$ cat config.mk
export PLATFORM = sky130hd
export DESIGN_NAME = dual_motor_ramp_reverse_guard_flat
export DESIGN_NICKNAME = d
export VERILOG_FILES = /design/src/rtl/core/dmrg_pkg.sv /design/src/rtl/core/dmrg_if.sv /design/src/rtl/core/dmrg_lane.sv /design/src/rtl/core/dual_motor_ramp_reverse_guard.sv /design/src/flat_wrapper.sv
export SDC_FILE = /design/constraint.sdc
export NUM_CORES = 1
export LEC_CHECK = 0
export BUFFER_PORTS_ARGS = -buffer_cell sky130_fd_sc_hd__buf_2
export CAP_MARGIN = 30
export CORE_MARGIN = 2
export CORE_UTILIZATION = 58
export DETAILED_ROUTE_END_ITERATION = 10
export PLACE_DENSITY_LB_ADDON = 0.2
export SKIP_LAST_GASP = 1
export SLEW_MARGIN = 20
export SYNTH_ARGS = -nofsm -noshare
export SYNTH_HDL_FRONTEND = slang
export SYNTH_SLANG_ARGS = --single-unit
$ cat constraint.sdc
create_clock -name clk -period 11.8 [get_ports clk]
set_input_delay 1.77 -clock clk [delete_from_list [all_inputs] [get_ports clk]]
set_output_delay 1.77 -clock clk [all_outputs]
set_load 0.03 [all_outputs]
$ cat src/rtl/core/dmrg_pkg.sv
// ----------------------------------------------------------------------------
// Dual motor ramp package
// Widths, item kind codes, register addresses and the per-channel state type
// shared by the ramp core, its channel lanes and the channel interfaces.
// ----------------------------------------------------------------------------
package dmrg_pkg;

  localparam int DUTY_WIDTH       = 8;
  localparam int TICK_COUNT_WIDTH = 16;
  localparam int STEP_WIDTH       = 8;
  localparam int INTERVAL_WIDTH   = 16;
  localparam int KIND_WIDTH       = 2;

  // Arithmetic width for duty and step: the wider of the two, plus a carry bit.
  localparam int RAMP_CALC_WIDTH =
    ((DUTY_WIDTH > STEP_WIDTH) ? DUTY_WIDTH : STEP_WIDTH) + 1;
  localparam int TICK_CALC_WIDTH =
    (TICK_COUNT_WIDTH > INTERVAL_WIDTH) ? TICK_COUNT_WIDTH : INTERVAL_WIDTH;

  localparam int CFG_ADDR_WIDTH = 3;
  localparam int CFG_DATA_WIDTH = 32;

  typedef logic [KIND_WIDTH-1:0]     kind_t;
  typedef logic [DUTY_WIDTH-1:0]     duty_t;
  typedef logic [STEP_WIDTH-1:0]     step_t;
  typedef logic [INTERVAL_WIDTH-1:0] interval_t;
  typedef logic [TICK_COUNT_WIDTH-1:0] tick_t;

  localparam kind_t KIND_TICK = kind_t'(0);
  localparam kind_t KIND_SET  = kind_t'(1);
  localparam kind_t KIND_STOP = kind_t'(2);

  // Register select is address bit 2: step at 0x0, interval at 0x4.
  localparam logic REG_RAMP_STEP     = 1'b0;
  localparam logic REG_RAMP_INTERVAL = 1'b1;

  localparam step_t     RAMP_STEP_RESET     = step_t'(5);
  localparam interval_t RAMP_INTERVAL_RESET = interval_t'(10);

  localparam tick_t TICK_MAX = {TICK_COUNT_WIDTH{1'b1}};

  // Pin pair order: bit 0 forward, bit 1 reverse.
  localparam logic [1:0] PINS_OFF = 2'b00;
  localparam logic [1:0] PINS_FWD = 2'b01;
  localparam logic [1:0] PINS_REV = 2'b10;

  typedef struct packed {
    duty_t      level;
    logic       dir;
    logic [1:0] pins;
  } ch_state_t;

endpackage

$ cat src/rtl/core/dmrg_if.sv
// ----------------------------------------------------------------------------
// Dual motor ramp channel interfaces
// Valid/ready channels for the command word and the status word.
// ----------------------------------------------------------------------------
interface dmrg_cmd_if
  import dmrg_pkg::*;
  ();
  logic  valid;
  logic  ready;
  kind_t kind;
  logic  dir_left_in;
  logic  dir_right_in;
  duty_t speed_left_in;
  duty_t speed_right_in;

  modport source (output valid, kind, dir_left_in, dir_right_in,
                  speed_left_in, speed_right_in, input ready);
  modport sink   (input valid, kind, dir_left_in, dir_right_in,
                  speed_left_in, speed_right_in, output ready);
endinterface

interface dmrg_status_if
  import dmrg_pkg::*;
  ();
  logic  valid;
  logic  ready;
  duty_t duty_left;
  duty_t duty_right;
  logic  bridge_a_fwd;
  logic  bridge_a_rev;
  logic  bridge_b_fwd;
  logic  bridge_b_rev;
  logic  wanted_dir_left;
  logic  wanted_dir_right;

  modport source (output valid, duty_left, duty_right, bridge_a_fwd, bridge_a_rev,
                  bridge_b_fwd, bridge_b_rev, wanted_dir_left, wanted_dir_right,
                  input ready);
  modport sink   (input valid, duty_left, duty_right, bridge_a_fwd, bridge_a_rev,
                  bridge_b_fwd, bridge_b_rev, wanted_dir_left, wanted_dir_right,
                  output ready);
endinterface

$ cat src/rtl/core/dmrg_lane.sv
// ----------------------------------------------------------------------------
// Dual motor ramp channel lane
// One ramp update for one H-bridge channel: reverse guard, direction pickup
// at zero duty and a step-limited move of the duty toward its goal.
// ----------------------------------------------------------------------------
module dmrg_lane
  import dmrg_pkg::*;
(
  input  ch_state_t cur,
  input  duty_t     goal,
  input  logic      goal_dir,
  input  step_t     step,
  output ch_state_t nxt
);

  logic [RAMP_CALC_WIDTH-1:0] lv_w;
  logic [RAMP_CALC_WIDTH-1:0] goal_w;
  logic [RAMP_CALC_WIDTH-1:0] st_w;
  logic [RAMP_CALC_WIDTH-1:0] up_gap;
  logic [RAMP_CALC_WIDTH-1:0] down_gap;
  logic [RAMP_CALC_WIDTH-1:0] moved;
  logic                       at_zero;

  assign lv_w     = RAMP_CALC_WIDTH'(cur.level);
  assign goal_w   = RAMP_CALC_WIDTH'(goal);
  assign st_w     = RAMP_CALC_WIDTH'(step);
  assign up_gap   = goal_w - lv_w;
  assign down_gap = lv_w - goal_w;
  assign at_zero  = (cur.level == '0);

  always_comb begin
    if (lv_w < goal_w) begin
      moved = (up_gap > st_w) ? lv_w + st_w : goal_w;
    end else if (lv_w > goal_w) begin
      moved = (down_gap > st_w) ? lv_w - st_w : goal_w;
    end else begin
      moved = lv_w;
    end
  end

  always_comb begin
    nxt = cur;
    if ((cur.dir != goal_dir) && !at_zero) begin
      // Wrong direction while moving: only slow down, keep pins as they are.
      nxt.level = (lv_w > st_w) ? duty_t'(lv_w - st_w) : '0;
    end else begin
      if (at_zero) begin
        nxt.dir  = goal_dir;
        nxt.pins = goal_dir ? PINS_FWD : PINS_REV;
      end
      nxt.level = duty_t'(moved);
    end
  end

endmodule

$ cat src/rtl/core/dual_motor_ramp_reverse_guard.sv
// ----------------------------------------------------------------------------
// Dual motor ramp with reverse guard
// Two H-bridge channels with slew-limited duty, guarded direction reversal
// and an immediate stop, driven by tick, set and stop command words.
// ----------------------------------------------------------------------------
// Usage:
//   in_cmd carries one command word per handshake: a millisecond tick, a set
//   of goal directions and duties for both channels, or a stop. Every
//   accepted word yields exactly one status word on out_status, holding the
//   duties, the four bridge pin levels and the goal directions after that
//   command took effect.
//   The status word is in the output register on the cycle after the
//   command is accepted. Throughput is one word per cycle while the receiver
//   takes each word; the two channel lanes evaluate side by side in the
//   cycle of acceptance and the merge stage packs them into the output register.
//   When the receiver stalls, the output register holds its word and
//   in_cmd.ready drops until that word is taken.
//   The APB-style cfg_ port sets the ramp step (0x0) and the ramp interval
//   in ticks (0x4); write it only while the block is idle.
//   Reset clears duties, goals and the tick counter, sets all directions
//   forward, sets the channel pin state off and loads step 5, interval 10.
// ----------------------------------------------------------------------------
module dual_motor_ramp_reverse_guard
  import dmrg_pkg::*;
(
  input  logic                      clk,
  input  logic                      rst_n,
  dmrg_cmd_if.sink                  in_cmd,
  dmrg_status_if.source             out_status,
  input  logic                      cfg_psel,
  input  logic                      cfg_penable,
  input  logic                      cfg_pwrite,
  input  logic [CFG_ADDR_WIDTH-1:0] cfg_paddr,
  input  logic [CFG_DATA_WIDTH-1:0] cfg_pwdata,
  output logic [CFG_DATA_WIDTH-1:0] cfg_prdata,
  output logic                      cfg_pready
);

  // Configuration registers.
  step_t     ramp_step_r;
  interval_t ramp_interval_r;
  logic      cfg_wr;
  logic      cfg_sel;

  assign cfg_pready = 1'b1;
  assign cfg_sel    = cfg_paddr[2];
  assign cfg_wr     = cfg_psel && cfg_penable && cfg_pwrite && cfg_pready;

  always_ff @(posedge clk) begin
    if (!rst_n) begin
      ramp_step_r     <= RAMP_STEP_RESET;
      ramp_interval_r <= RAMP_INTERVAL_RESET;
    end else if (cfg_wr) begin
      unique case (cfg_sel)
        REG_RAMP_STEP:     ramp_step_r     <= cfg_pwdata[STEP_WIDTH-1:0];
        REG_RAMP_INTERVAL: ramp_interval_r <= cfg_pwdata[INTERVAL_WIDTH-1:0];
        default: ;
      endcase
    end
  end

  always_comb begin
    unique case (cfg_sel)
      REG_RAMP_STEP:     cfg_prdata = CFG_DATA_WIDTH'(ramp_step_r);
      REG_RAMP_INTERVAL: cfg_prdata = CFG_DATA_WIDTH'(ramp_interval_r);
      default:           cfg_prdata = '0;
    endcase
  end

  // Core state.
  ch_state_t left_r,  left_nxt;
  ch_state_t right_r, right_nxt;
  duty_t     goal_left_r,  goal_left_nxt;
  duty_t     goal_right_r, goal_right_nxt;
  logic      goal_dir_left_r,  goal_dir_left_nxt;
  logic      goal_dir_right_r, goal_dir_right_nxt;
  tick_t     elapsed_r, elapsed_nxt;

  ch_state_t left_ramp;
  ch_state_t right_ramp;
  tick_t     elapsed_inc;
  logic      ramp_due;
  logic      accept;

  dmrg_lane u_lane_left (
    .cur      (left_r),
    .goal     (goal_left_r),
    .goal_dir (goal_dir_left_r),
    .step     (ramp_step_r),
    .nxt      (left_ramp)
  );

  dmrg_lane u_lane_right (
    .cur      (right_r),
    .goal     (goal_right_r),
    .goal_dir (goal_dir_right_r),
    .step     (ramp_step_r),
    .nxt      (right_ramp)
  );

  assign elapsed_inc = (elapsed_r < TICK_MAX) ? elapsed_r + tick_t'(1) : elapsed_r;
  assign ramp_due    = TICK_CALC_WIDTH'(elapsed_inc) >= TICK_CALC_WIDTH'(ramp_interval_r);

  always_comb begin
    left_nxt           = left_r;
    right_nxt          = right_r;
    goal_left_nxt      = goal_left_r;
    goal_right_nxt     = goal_right_r;
    goal_dir_left_nxt  = goal_dir_left_r;
    goal_dir_right_nxt = goal_dir_right_r;
    elapsed_nxt        = elapsed_r;
    unique case (in_cmd.kind)
      KIND_TICK: begin
        if (ramp_due) begin
          elapsed_nxt = '0;
          left_nxt    = left_ramp;
          right_nxt   = right_ramp;
        end else begin
          elapsed_nxt = elapsed_inc;
        end
      end
      KIND_SET: begin
        goal_dir_left_nxt  = in_cmd.dir_left_in;
        goal_dir_right_nxt = in_cmd.dir_right_in;
        goal_left_nxt      = in_cmd.speed_left_in;
        goal_right_nxt     = in_cmd.speed_right_in;
      end
      KIND_STOP: begin
        // A stop leaves the tick counter as it is.
        goal_left_nxt      = '0;
        goal_right_nxt     = '0;
        goal_dir_left_nxt  = 1'b1;
        goal_dir_right_nxt = 1'b1;
        left_nxt           = '{level: '0, dir: 1'b1, pins: PINS_OFF};
        right_nxt          = '{level: '0, dir: 1'b1, pins: PINS_OFF};
      end
      default: ;
    endcase
  end

  always_ff @(posedge clk) begin
    if (!rst_n) begin
      left_r           <= '{level: '0, dir: 1'b1, pins: PINS_OFF};
      right_r          <= '{level: '0, dir: 1'b1, pins: PINS_OFF};
      goal_left_r      <= '0;
      goal_right_r     <= '0;
      goal_dir_left_r  <= 1'b1;
      goal_dir_right_r <= 1'b1;
      elapsed_r        <= '0;
    end else if (accept) begin
      left_r           <= left_nxt;
      right_r          <= right_nxt;
      goal_left_r      <= goal_left_nxt;
      goal_right_r     <= goal_right_nxt;
      goal_dir_left_r  <= goal_dir_left_nxt;
      goal_dir_right_r <= goal_dir_right_nxt;
      elapsed_r        <= elapsed_nxt;
    end
  end

  // Merge stage: both lanes' results packed into the output register.
  logic out_valid_r;
  duty_t duty_left_r, duty_right_r;
  logic [1:0] pins_a_r, pins_b_r;
  logic wanted_left_r, wanted_right_r;

  assign in_cmd.ready = !out_valid_r || out_status.ready;
  assign accept       = in_cmd.valid && in_cmd.ready;

  always_ff @(posedge clk) begin
    if (!rst_n) begin
      out_valid_r <= 1'b0;
    end else if (in_cmd.ready) begin
      out_valid_r <= in_cmd.valid;
    end
  end

  always_ff @(posedge clk) begin
    if (accept) begin
      duty_left_r    <= left_nxt.level;
      duty_right_r   <= right_nxt.level;
      pins_a_r       <= left_nxt.pins;
      pins_b_r       <= right_nxt.pins;
      wanted_left_r  <= goal_dir_left_nxt;
      wanted_right_r <= goal_dir_right_nxt;
    end
  end

  assign out_status.valid            = out_valid_r;
  assign out_status.duty_left        = duty_left_r;
  assign out_status.duty_right       = duty_right_r;
  assign out_status.bridge_a_fwd     = pins_a_r[0];
  assign out_status.bridge_a_rev     = pins_a_r[1];
  assign out_status.bridge_b_fwd     = pins_b_r[0];
  assign out_status.bridge_b_rev     = pins_b_r[1];
  assign out_status.wanted_dir_left  = wanted_left_r;
  assign out_status.wanted_dir_right = wanted_right_r;

endmodule
$ cat src/flat_wrapper.sv
// flat-port wrapper written by rule: the top's interface ports become plain ports
module dual_motor_ramp_reverse_guard_flat import dmrg_pkg::*;
  (clk, rst_n, cfg_psel, cfg_penable, cfg_pwrite, cfg_paddr, cfg_pwdata, cfg_prdata, cfg_pready, in_cmd_valid, in_cmd_kind, in_cmd_dir_left_in, in_cmd_dir_right_in, in_cmd_speed_left_in, in_cmd_speed_right_in, in_cmd_ready, out_status_valid, out_status_duty_left, out_status_duty_right, out_status_bridge_a_fwd, out_status_bridge_a_rev, out_status_bridge_b_fwd, out_status_bridge_b_rev, out_status_wanted_dir_left, out_status_wanted_dir_right, out_status_ready);
  dmrg_cmd_if in_cmd_i ();
  dmrg_status_if out_status_i ();
  input  logic clk;
  input  logic rst_n;
  input  logic cfg_psel;
  input  logic cfg_penable;
  input  logic cfg_pwrite;
  input  logic [CFG_ADDR_WIDTH-1:0] cfg_paddr;
  input  logic [CFG_DATA_WIDTH-1:0] cfg_pwdata;
  output logic [CFG_DATA_WIDTH-1:0] cfg_prdata;
  output logic cfg_pready;
  input wire logic [$bits(in_cmd_i.valid)-1:0] in_cmd_valid;
  input wire logic [$bits(in_cmd_i.kind)-1:0] in_cmd_kind;
  input wire logic [$bits(in_cmd_i.dir_left_in)-1:0] in_cmd_dir_left_in;
  input wire logic [$bits(in_cmd_i.dir_right_in)-1:0] in_cmd_dir_right_in;
  input wire logic [$bits(in_cmd_i.speed_left_in)-1:0] in_cmd_speed_left_in;
  input wire logic [$bits(in_cmd_i.speed_right_in)-1:0] in_cmd_speed_right_in;
  output wire logic [$bits(in_cmd_i.ready)-1:0] in_cmd_ready;
  output wire logic [$bits(out_status_i.valid)-1:0] out_status_valid;
  output wire logic [$bits(out_status_i.duty_left)-1:0] out_status_duty_left;
  output wire logic [$bits(out_status_i.duty_right)-1:0] out_status_duty_right;
  output wire logic [$bits(out_status_i.bridge_a_fwd)-1:0] out_status_bridge_a_fwd;
  output wire logic [$bits(out_status_i.bridge_a_rev)-1:0] out_status_bridge_a_rev;
  output wire logic [$bits(out_status_i.bridge_b_fwd)-1:0] out_status_bridge_b_fwd;
  output wire logic [$bits(out_status_i.bridge_b_rev)-1:0] out_status_bridge_b_rev;
  output wire logic [$bits(out_status_i.wanted_dir_left)-1:0] out_status_wanted_dir_left;
  output wire logic [$bits(out_status_i.wanted_dir_right)-1:0] out_status_wanted_dir_right;
  input wire logic [$bits(out_status_i.ready)-1:0] out_status_ready;
  assign in_cmd_i.valid = in_cmd_valid;
  assign in_cmd_i.kind = in_cmd_kind;
  assign in_cmd_i.dir_left_in = in_cmd_dir_left_in;
  assign in_cmd_i.dir_right_in = in_cmd_dir_right_in;
  assign in_cmd_i.speed_left_in = in_cmd_speed_left_in;
  assign in_cmd_i.speed_right_in = in_cmd_speed_right_in;
  assign in_cmd_ready = in_cmd_i.ready;
  assign out_status_valid = out_status_i.valid;
  assign out_status_duty_left = out_status_i.duty_left;
  assign out_status_duty_right = out_status_i.duty_right;
  assign out_status_bridge_a_fwd = out_status_i.bridge_a_fwd;
  assign out_status_bridge_a_rev = out_status_i.bridge_a_rev;
  assign out_status_bridge_b_fwd = out_status_i.bridge_b_fwd;
  assign out_status_bridge_b_rev = out_status_i.bridge_b_rev;
  assign out_status_wanted_dir_left = out_status_i.wanted_dir_left;
  assign out_status_wanted_dir_right = out_status_i.wanted_dir_right;
  assign out_status_i.ready = out_status_ready;
  dual_motor_ramp_reverse_guard u_core (.clk(clk), .rst_n(rst_n), .in_cmd(in_cmd_i), .out_status(out_status_i), .cfg_psel(cfg_psel), .cfg_penable(cfg_penable), .cfg_pwrite(cfg_pwrite), .cfg_paddr(cfg_paddr), .cfg_pwdata(cfg_pwdata), .cfg_prdata(cfg_prdata), .cfg_pready(cfg_pready));
endmodule
==> flow_summary.json, run 1 <==
{
  "outcome": "finished clean",
  "drt-pass1-iter-count": 8,
  "endpoint_kind": "flip-flop",
  "grt_use_met1_pct": 37.67,
  "num_rows": 46,
  "worst-path-stages": 15,
  "drv_slew": 0,
  "ctsRootBufferMaster": "sky130_fd_sc_hd__clkbuf_16",
  "drt-initial-drc-count": 661,
  "critical_path.startpoint_type": "flip-flop",
  "met2_track_demand_over_resource_in_global_routing_pct": 51.19,
  "layout-area-overhead-vs-synth_pct": 7.799,
  "synth.avg_cell_area_sq_um": 8.021,
  "grtUsageMet3_pct": 8.179,
  "holdCritPathClass": "reg -> reg",
  "clock_skew_ns": 0.01311,
  "rsz0062_at_grt": "false",
  "grt_pass1_wl_mm": 43.10,
  "syn_area_sq_mm": 0.009433,
  "sum_of_overflow_across_all_layers_after_global_routing": 0,
  "drc": 0,
  "routed_wl_mm": 26.65,
  "post_synthesis_compound_gate_area_fraction_pct": 24.58,
  "finalCriticalPeriod_ns": 5.165,
  "via_count_of_the_first_global_routing_pass": 8569,
  "num_vias": 8838,
  "cts_tree": "done",
  "share_of_final_layout_standard_cells_stronger_than_drive_strength_1_pct": 11.57,
  "netlist-cell-type-count": 75,
  "synth_mux_area_share_pct": 2.255,
  "worst_skew_pair.late_latency_ns": 0.37,
  "critical_path_buf_inv_count": 0,
  "critical-path-max-stage-delay_ns": 0.81,
  "finalHoldViolCount": 0,
  "post_cts.resized_instances": 0,
  "cp.required_ns": 12.08,
  "report.final.setup_viol": 0,
  "power_density_mw_per_mm2": 117.1,
  "multiInputGateArea_sq_mm": 0.006502,
  "num_antenna_cells": 0,
  "core_area_sq_mm": 0.01589,
  "clock_tree.htree_level_count": 3,
  "crit_path_max_fanout": 13,
  "ir_drop_uv": 82.58,
  "ys.warnings.count": 0,
  "finish.net_count": 1404,
  "tritoncts.num_buffers": 9,
  "hold-path-cell-count": 2,
  "synth_async_sr_flop_share_pct": 0,
  "grt_use_total_pct": 30.69,
  "setup_total_negative_slack_ns": 0,
  "critical_path_arrival_ns": 5.45,
  "die_area_sq_mm": 0.01730,
  "global_route.peak_usage_layer": "met2",
  "crit_type": "reg -> reg",
  "top_reg_cell_synth": "sky130_fd_sc_hd__dfxtp_1",
  "crit_chain": "ha_1, nand2_1, nor3_1, nand4_1, nand4_1, nor2_1, xor2_1, ha_1, a211oi_1, nand3_1, o21ai_0, nand2_1, nor2_1, nand3b_1, a21boi_0",
  "post_synth_xor_area_fraction_pct": 4.735,
  "layout_commonest_cell": "sky130_fd_sc_hd__nand2_1",
  "post_cts.repair.setup_buffers": 0,
  "max_root_sink_buffers": 2,
  "seqCellArea_sq_mm": 0.002282,
  "largest_net_degree_at_the_start_of_global_routing": 85,
  "cpLargestDelayFamily": "simple AND/OR/NAND/NOR gates",
  "gp_congestion": 0.9498,
  "initial_utilization_pct": 59.38,
  "max_cap_violations": 0,
  "route.detailed.vias_per_inst": 6.125,
  "post_synth_and_or_nand_nor_area_fraction_pct": 20.14,
  "synth_seq_area_share_pct": 24.19,
  "worst_setup_hold_path_clk_slew_ns": 0.08,
  "max_freq_ghz": 0.1936,
  "worst_slew_pin_slew_ns": 0.9115,
  "grt_antenna_before_repair": 0,
  "die_h_um": 131.5,
  "postCtsHoldBufs": 0,
  "power.leakage_uw": 0.004289,
  "wire_per_inst_um": 18.47,
  "min_period_over_period_pct": 43.77,
  "synth-edff-count": 22,
  "critPathSlowestCell": "sky130_fd_sc_hd__nor2_1",
  "slew_headroom_pct": 39.01,
  "reg2regPathDepth": 15,
  "synth_adder_area_share_pct": 16.55,
  "hold_ws_ns": 0.4664,
  "placement.io_buffers": 83,
  "ioPinCount": 119,
  "synth_top_family_by_area": "compound AO/OA/AOI/OAI gates",
  "drt.antenna.violating_nets": 0,
  "synth.ff_latch_count": 103,
  "synth_cells": 1176,
  "clock_sinks": 103,
  "hpwl_after_detailed_placement_mm": 19.86,
  "nFillCells": 1445,
  "layout_common_cells": "sky130_fd_sc_hd__nand2_1, sky130_fd_sc_hd__ha_1, sky130_fd_sc_hd__nor2_1, sky130_fd_sc_hd__inv_1, sky130_fd_sc_hd__buf_2",
  "chipWidth_um": 131.5
}
[path summary, 6_finish.rpt]
path	from	endpoint	slack (ns)
worst max-delay path	u_core.elapsed_r[0]	u_core.elapsed_r[3]	6.63
worst min-delay path	u_core.ramp_interval_r[12]	u_core.ramp_interval_r[12]	0.47
worst max register to register	u_core.elapsed_r[0]	u_core.elapsed_r[3]	6.63
worst min register to register	u_core.ramp_interval_r[12]	u_core.ramp_interval_r[12]	0.47
[cells by family (layout without fill, tap and decap cells)]
kind of cell,count (synthesis),count (layout)
xor+xnor,51,51
mux,20,20
buf+inv,158,194
other cells,2,17
fa+ha+maj,120,120
flops,103,103
simple gates,383,383
compound gates,339,339
[power breakdown]
group | total (uW) | switching [uW] | internal (uW)
registers | 391 | 16.6 | 374
clock network | 314 | 155 | 159
logic | 486 | 290 | 196
[routing by layer]
layer  wire length, um  up-vias
li1                  -     4285
met3              2303       77
met4              1085        0
met5                 0        -
met2             12170      390
met1             11090     4086
[sequential cells by signal (all words and copies together) (netlist names), 2 cells and up]
name                          count
u_core.elapsed_r                 16
u_core.pins_b_r                   2
u_core.out_status.duty_right      8
u_core.out_status.duty_left       8
u_core.right_r                   11
u_core.goal_right_r               8
u_core.ramp_interval_r           16
u_core.left_r                    11
u_core.pins_a_r                   2
u_core.goal_left_r                8
u_core.ramp_step_r                8
[area by class of cell]
type,count,share of cell area (%)
clock buffers,10,2.461
clock inverters,6,0.4553
inverters,85,3.138
multi-input cells,930,63.95
flip-flops and latches,103,22.44
well taps,216,2.658
repair buffers,93,4.897
[synth_stat cells, drive strengths merged (22+ instances only)]
cell,n,area (sq um)
nand2,115,431.7
ha,112,1401
nor2,90,340.3
inv,84,315.3
a21oi,82,410.4
dfxtp,81,1622
o21ai,54,270.3
buf,40,261.5
nor2b,36,225.2
a21o,33,247.7
clkbuf,33,123.9
a21boi,29,217.7
xnor2,27,236.5
nand4,25,156.4
xor2,24,210.2
edfxtp,22,660.6
nor3b,22,165.2
[through the flow]
stage                     utilization (%)  setup slack [ns]  instances  power (uW)  instance area [sq um]
final                               64.01             6.635       1443        1191                  10170
after floorplan                         -             7.199       1191       768.6                   9489
after global routing                64.01             6.044       1443        1260                  10170
after CTS                           64.01             6.829       1443        1184                  10170
after detailed placement            62.15             6.901       1427       872.2                   9872
after global placement              62.00             6.954       1425       862.9                   9849
[tightest hold or removal path, stage by stage (launching register included)]
cell and delay [ns]:
sky130_fd_sc_hd__dfxtp_1 0.31, sky130_fd_sc_hd__nand2_1 0.05, sky130_fd_sc_hd__a21boi_0 0.06
Note: power is estimated with default switching activity, not from simulation.
==> run 2, diff against run 1 <==
--- a/config.mk
+++ b/config.mk
@@ -5,6 +5,7 @@
 export SDC_FILE = /design/constraint.sdc
 export NUM_CORES = 1
 export LEC_CHECK = 0
+export ABC_AREA = 1
 export BUFFER_PORTS_ARGS = -buffer_cell sky130_fd_sc_hd__buf_2
 export CAP_MARGIN = 30
 export CORE_MARGIN = 2
==> constraint.sdc (replaced) <==
create_clock -name clk -period 5.25 [get_ports clk]
set_input_delay 0.7875 -clock clk [delete_from_list [all_inputs] [get_ports clk]]
set_output_delay 0.7875 -clock clk [all_outputs]
set_load 0.03 [all_outputs]
==> run 2 against run 1 <==
  * Largest cell class unchanged
  * Worst hold slack improved by 0.020 ns
  * Total power is 130% higher
  * Critical path depth increased by 5
  * Clock power up 130%
  * Critical path type unchanged
  * Flip-flop and latch count unchanged
  * Clock skew fell by 0.0034 ns
  * Fmax grew 27%
==> flow_summary.json, run 2 <==
{
  "initial_utilization_pct": 59.00,
  "wire_per_inst_um": 15.81,
  "rsz0062_at_grt": "false",
  "core_area_sq_mm": 0.01647,
  "worst_setup_hold_path_clk_slew_ns": 0.07,
  "worst_slew_pin_slew_ns": 0.7060,
  "ir_drop_uv": 199.8,
  "syn_area_sq_mm": 0.009714,
  "hold-path-cell-count": 2,
  "drt-initial-drc-count": 771,
  "max_root_sink_buffers": 2,
  "synth.avg_cell_area_sq_um": 6.649,
  "tritoncts.num_buffers": 9,
  "critical_path_arrival_ns": 4.35,
  "chipWidth_um": 133.4,
  "min_period_over_period_pct": 77.44,
  "setup_total_negative_slack_ns": 0,
  "largestRegisters": "u_core.elapsed_r: 16 flops, u_core.ramp_interval_r: 16 flops",
  "clock_skew_ns": 0.009709,
  "via_count_of_the_first_global_routing_pass": 8750,
  "slew_headroom_pct": 52.94,
  "synth-edff-count": 22,
  "synth_async_sr_flop_share_pct": 0,
  "sum_of_overflow_across_all_layers_after_global_routing": 0,
  "cpLargestDelayFamily": "simple AND/OR/NAND/NOR gates",
  "grt_use_total_pct": 31.29,
  "netlist-cell-type-count": 53,
  "clock_tree.htree_level_count": 3,
  "area_fraction_of_the_dominant_cell_type_after_synthesis_pct": 16.69,
  "worst_r2r_endpoint": "u_core.elapsed_r[5]",
  "crit_path_start": "u_core.elapsed_r[0]",
  "critical_path.startpoint_type": "flip-flop",
  "power.leakage_uw": 0.005514,
  "grt_antenna_before_repair": 1,
  "synth_cells": 1461,
  "cts_tree": "done",
  "finalHoldViolCount": 0,
  "drc": 0,
  "final_core_util_pct": 63.47,
  "crit_chain": "ha_1, nand2_1, nor3_2, nand3_1, nor2_1, inv_1, nor2_1, nand2_1, a21boi_0, o21ai_1, ha_1, a21oi_1, o21ai_0, a21oi_1, nand3_1, buf_4, nor2_1, buf_4, nand2_1, a21oi_1",
  "postCtsHoldBufs": 0,
  "max_cap_violations": 0,
  "synth_largest_area_cell": "sky130_fd_sc_hd__dfxtp_1",
  "critical-path-max-stage-delay_ns": 0.46,
  "num_rows": 47,
  "finalCriticalPeriod_ns": 4.066,
  "most_frequently_used_cell_type_in_the_post_synthesis_netlist": "sky130_fd_sc_hd__nand2_1",
  "ys.warnings.count": 0,
  "synth.top_cells.by_count": "sky130_fd_sc_hd__nand2_1, sky130_fd_sc_hd__inv_1, sky130_fd_sc_hd__a21oi_1",
  "routed_wl_mm": 27.45,
  "placement.io_buffers": 83,
  "placement.cell_area_sq_mm": 0.01014,
  "drt-pass1-iter-count": 5,
  "die_h_um": 133.4,
  "finish.net_count": 1692,
  "critPathSlowestCell": "sky130_fd_sc_hd__nor2_1",
  "stdcell_area_sq_mm": 0.01045,
  "power_density_mw_per_mm2": 266.8,
  "setup.reg_to_reg.worst_slack_ns": 1.18,
  "clock_sinks": 103,
  "post_synth_main_area_contributors": "sky130_fd_sc_hd__dfxtp_1, sky130_fd_sc_hd__ha_1, sky130_fd_sc_hd__nand2_1",
  "crit_type": "reg -> reg",
  "crit_path_max_fanout": 16,
  "worstHoldStart": "u_core.ramp_interval_r[10]",
  "die_area_sq_mm": 0.01780,
  "share_of_final_layout_standard_cells_stronger_than_drive_strength_1_pct": 9.373,
  "report.final.setup_viol": 0,
  "ctsRootBufferMaster": "sky130_fd_sc_hd__clkbuf_16",
  "largest_net_degree_at_the_start_of_global_routing": 62,
  "post_cts.resized_instances": 0,
  "drv_slew": 0,
  "outcome": "finished clean",
  "synth.ff_latch_count": 103,
  "holdPathEnd": "u_core.ramp_interval_r[10]",
  "hold_ws_ns": 0.4860,
  "gp_congestion": 0.9832,
  "layout_common_cells": "sky130_fd_sc_hd__nand2_1, sky130_fd_sc_hd__inv_1, sky130_fd_sc_hd__a21oi_1, sky130_fd_sc_hd__ha_1, sky130_fd_sc_hd__o21ai_0",
  "layout-area-overhead-vs-synth_pct": 7.587,
  "r2r-start": "u_core.elapsed_r[0]",
  "num_vias": 9571,
  "holdCritPathClass": "reg -> reg",
  "finalPower_uw": 2789,
  "layout_commonest_cell": "sky130_fd_sc_hd__nand2_1",
  "nFillCells": 1584,
  "synth_seq_area_share_pct": 23.49,
  "critical_path_buf_inv_count": 3,
  "grt_pass1_wl_mm": 44.10,
  "ioPinCount": 119,
  "worst_skew_pair.late_latency_ns": 0.36,
  "drt.antenna.violating_nets": 0,
  "top_reg_cell_synth": "sky130_fd_sc_hd__dfxtp_1",
  "hpwl_after_detailed_placement_mm": 21.12,
  "route.detailed.vias_per_inst": 5.513,
  "post_cts.repair.setup_buffers": 0,
  "max_freq_ghz": 0.2460,
  "endpoint_kind": "flip-flop",
  "reg2regPathDepth": 20,
  "cp.required_ns": 5.54
}
-- run 2: cell count changes after synthesis, moves of 36 or more --
cell,before,now
sky130_fd_sc_hd__a21oi_1,82,134
sky130_fd_sc_hd__inv_1,84,231
sky130_fd_sc_hd__nand2_1,115,366
sky130_fd_sc_hd__nand3_1,19,98
sky130_fd_sc_hd__nor2b_1,36,0
sky130_fd_sc_hd__o21ai_0,54,104
-- run 2: area by class of cell --
class                      instances  area [sq um]  area share, %
tap                              220         275.3          2.634
antenna                            1         2.502        0.02394
sequential                       103          2282          21.84
clock inverter                     6         80.08         0.7662
inverter                         239         900.9          8.620
multi-input combinational       1065          6195          59.27
timing repair buffer              92         486.7          4.657
clock buffer                      10         229.0          2.191
-- run 2: report_power, final --
group          switching, uW  total [uW]  internal (uW)
Clock                    331         710            379
Sequential              46.3         897            851
Combinational            778        1180            404
Total                   1160        2790           1630
-- run 2: worst max path at each step --
stage                                                  to  cells after the start
after detailed placement              u_core.elapsed_r[5]                     20
after global placement               u_core.elapsed_r[13]                     19
final                                 u_core.elapsed_r[5]                     20
after global routing                    u_core.right_r[5]                     28
after CTS                             u_core.elapsed_r[5]                     20
after floorplan           u_core.out_status.duty_right[0]                     25
-- run 2: worst min-delay path, delay by kind of cell, from the launching register on --
family	cells	cell delay (ns)
buffers and inverters	1	0.07
flip-flops	1	0.31
AO/OA/AOI/OAI	1	0.06
-- run 2: per-stage QoR --
stage	worst slack [ns]	instances
after floorplan	2.028	1476
after global placement	1.198	1717
after detailed placement	1.253	1719
after CTS	1.222	1735
after global routing	0.7913	1735
final	1.184	1736
-- run 2: layer usage --
layer  up-vias  GRT usage (%)  wire [um]
met3        79          4.756       1847
met2       359          51.06      12260
met5         -              0         12
met1      4315          41.91      12240
met4         2          12.00       1084
li1       4816              -          -
-- run 2: kinds of logic after synthesis --
group           after synthesis  synth area share (%)
xor+xnor                     50                 4.508
buf+inv                     308                 13.32
flops                       103                 23.49
compound gates              293                 16.59
fa+ha+maj                   120                 16.07
simple gates                585                 25.94
other cells                   2               0.07731
==> run 3, diff against run 2 <==
--- a/config.mk
+++ b/config.mk
@@ -9,7 +9,7 @@
 export BUFFER_PORTS_ARGS = -buffer_cell sky130_fd_sc_hd__buf_2
 export CAP_MARGIN = 30
 export CORE_MARGIN = 2
-export CORE_UTILIZATION = 58
+export CORE_UTILIZATION = 54
 export DETAILED_ROUTE_END_ITERATION = 10
 export PLACE_DENSITY_LB_ADDON = 0.2
 export SKIP_LAST_GASP = 1
==> constraint.sdc (replaced) <==
create_clock -name clk -period 3.7 [get_ports clk]
set_input_delay 0.555 -clock clk [delete_from_list [all_inputs] [get_ports clk]]
set_output_delay 0.555 -clock clk [all_outputs]
set_load 0.03 [all_outputs]
==> run 3 against run 2 <==
  * Sequential share of layout area is 0.69 points lower
  * Largest power group unchanged
  * Global-route usage shrank 1.9 points
  * Critical path depth grew 1
  * Via count is 0.62% higher
  * Worst hold slack worse by 0.045 ns
  * Non-clock buffer count up 33
  * Setup slack worse by 0.93 ns
  * Largest cell class unchanged
  * Cell area grew 3.3%
  * Routed wire length increased by 4.3%
  * Flip-flop and latch count unchanged
==> flow_summary.json, run 3 (same netlist as run 2, synthesis figures left out) <==
{
  "critical_path.most_common_cell": "sky130_fd_sc_hd__inv_1",
  "crit_path_max_fanout": 7,
  "slew_headroom_pct": 53.12,
  "crit_chain": "inv_1, nor3_2, inv_2, nor4_4, nand4_1, inv_1, nand3_1, o21a_1, ha_1, nand2_1, inv_1, nand3_2, nor3_4, nand3_1, nand3_1, buf_4, nand2_2, o211ai_1, o21ai_0, o21ai_0, inv_1",
  "route.detailed.vias_per_inst": 5.416,
  "ctsRootBufferMaster": "sky130_fd_sc_hd__clkbuf_16",
  "drt-initial-drc-count": 639,
  "crit_type": "reg -> reg",
  "initial_utilization_pct": 54.64,
  "via_count_of_the_first_global_routing_pass": 8995,
  "layout_common_cells": "sky130_fd_sc_hd__nand2_1, sky130_fd_sc_hd__inv_1, sky130_fd_sc_hd__a21oi_1, sky130_fd_sc_hd__ha_1, sky130_fd_sc_hd__nand3_1",
  "crit_path_start": "u_core.elapsed_r[0]",
  "sum_of_overflow_across_all_layers_after_global_routing": 0,
  "critical-path-max-stage-delay_ns": 0.37,
  "gp_congestion": 0.9819,
  "r2r-start": "u_core.elapsed_r[0]",
  "placement.io_buffers": 83,
  "worst_skew_pair.late_latency_ns": 0.36,
  "worst_slew_pin_slew_ns": 0.7033,
  "num_rows": 49,
  "max_cap_violations": 0,
  "reg2regPathDepth": 21,
  "num_vias": 9630,
  "core_area_sq_mm": 0.01778,
  "report.final.setup_viol": 0,
  "drv_slew": 0,
  "cts_tree": "done",
  "drt-pass1-iter-count": 7,
  "routed_wl_mm": 28.63,
  "share_of_final_layout_standard_cells_stronger_than_drive_strength_1_pct": 12.73,
  "ir_drop_uv": 275.7,
  "layout.cells.non_filler": 1778,
  "wire_per_inst_um": 16.10,
  "postCtsHoldBufs": 0,
  "largestRegisters": "u_core.elapsed_r: 16 flops, u_core.ramp_interval_r: 16 flops",
  "chipWidth_um": 138.1,
  "critical_path.startpoint_type": "flip-flop",
  "clock_sinks": 103,
  "clock_skew_ns": 0.01240,
  "die_area_sq_mm": 0.01908,
  "hold_ws_ns": 0.4411,
  "grt_use_total_pct": 29.43,
  "outcome": "finished clean",
  "max_freq_ghz": 0.2904,
  "power_density_mw_per_mm2": 370.8,
  "clock_tree.htree_level_count": 3,
  "largest_net_degree_at_the_start_of_global_routing": 56,
  "worst_r2r_endpoint": "u_core.left_r[0]",
  "critPathSlowestCell": "sky130_fd_sc_hd__dfxtp_2",
  "holdCritPathClass": "in -> reg",
  "endpoint_kind": "flip-flop",
  "min_period_over_period_pct": 93.05,
  "hold-path-cell-count": 3,
  "setup_total_negative_slack_ns": 0,
  "cpLargestDelayFamily": "simple AND/OR/NAND/NOR gates",
  "finish.net_count": 1725,
  "worst_setup_hold_path_clk_slew_ns": 0.07,
  "die_h_um": 138.1,
  "layout_commonest_cell": "sky130_fd_sc_hd__nand2_1",
  "grt_antenna_before_repair": 1,
  "holdPathEnd": "u_core.ramp_step_r[0]",
  "ioPinCount": 119,
  "post-place-cells": 1760,
  "worstHoldStart": "cfg_pwdata[0]",
  "layout-area-overhead-vs-synth_pct": 11.14,
  "drc": 0,
  "max_root_sink_buffers": 2,
  "timing.final.ws_setup_ns": 0.2570,
  "hpwl_after_detailed_placement_mm": 22.26,
  "power.leakage_uw": 0.005710,
  "finalHoldViolCount": 0,
  "tritoncts.num_buffers": 9,
  "finalCriticalPeriod_ns": 3.443,
  "critical_path_arrival_ns": 3.69,
  "critical_path_buf_inv_count": 6,
  "grt_pass1_wl_mm": 45.23,
  "cp.required_ns": 3.95,
  "setup.reg_to_reg.worst_slack_ns": 0.26,
  "drt.antenna.violating_nets": 0,
  "dp_slack_ns": -0.01167
}
## run 3: cell types whose count changed in the layout (fill, tap and decap cells not counted), moves of 3 or more
cell,previous run,this run
sky130_fd_sc_hd__nor2_2,2,6
sky130_fd_sc_hd__a21oi_2,4,7
sky130_fd_sc_hd__nand2_1,366,363
sky130_fd_sc_hd__o21ai_0,104,95
sky130_fd_sc_hd__nor2_1,59,54
sky130_fd_sc_hd__a21oi_1,134,131
sky130_fd_sc_hd__buf_4,8,39
sky130_fd_sc_hd__nor3_1,8,5
sky130_fd_sc_hd__o21ai_1,3,12
## run 3: power by group
group          leakage, uW  switching, uW  internal, uW  total (uW)
logic              0.00469           1150           636        1790
registers         0.000883           50.3          1210        1260
clock network     0.000141            484           473         957
total              0.00571           1690          2320        4000
## run 3: through the flow
stage	cell area (sq um)	utilization [%]	power, uW
final	10800	60.72	4004
after global routing	10790	60.71	4295
after CTS	10700	60.18	3980
after detailed placement	10400	58.49	3015
after global placement	10400	58.49	2992
after floorplan	9771	-	2596
## run 3: per-layer routing
metal / routed length, um / track usage, % / vias up / part of all wire [%]
met5: 0 / 0 / - / 0
li1: - / - / 4890 / -
met2: 13150 / 48.49 / 327 / 46
met1: 12430 / 38.49 / 4349 / 43
met4: 1139 / 12.78 / 0 / 4.0
met3: 1907 / 4.434 / 64 / 6.7
## run 3: cell type report
type	count	area, sq um
sequential	103	2283
timing repair buffer	125	750.7
clock buffer	9	225.2
multi-input combinational	1065	6281
antenna	1	2.502
tap	229	286.5
inverter	239	900.9
fill	1765	6983
clock inverter	7	66.31
## run 3: worst max-delay path by stage
stage                                      endpoint  cells past startpoint  slack (ns)
finish                             u_core.left_r[0]                     21        0.26
global route                       u_core.left_r[2]                     22       -0.04
CTS                 u_core.out_status.duty_right[1]                     24        0.06
detailed placement                 u_core.left_r[0]                     21       -0.01
global placement    u_core.out_status.duty_right[7]                     21        0.06
floorplan           u_core.out_status.duty_right[0]                     25        0.48
## run 3: worst reg2reg max path: cells and delay by family, from the launching register on
kind            cells  cell delay (ns)
compound gates      4             0.75
buf+inv             6             0.53
flops               1             0.37
fa+ha+maj           1             0.29
simple gates       10             1.38
## run 3: what timing repair did
| action | CTS | global route |
|---|---|---|
| setup endpoints to repair | 6 | 57 |
| pin swaps | 0 | 2 |
| buffers inserted | 0 | 1 |
| resized for setup | 2 | 34 |
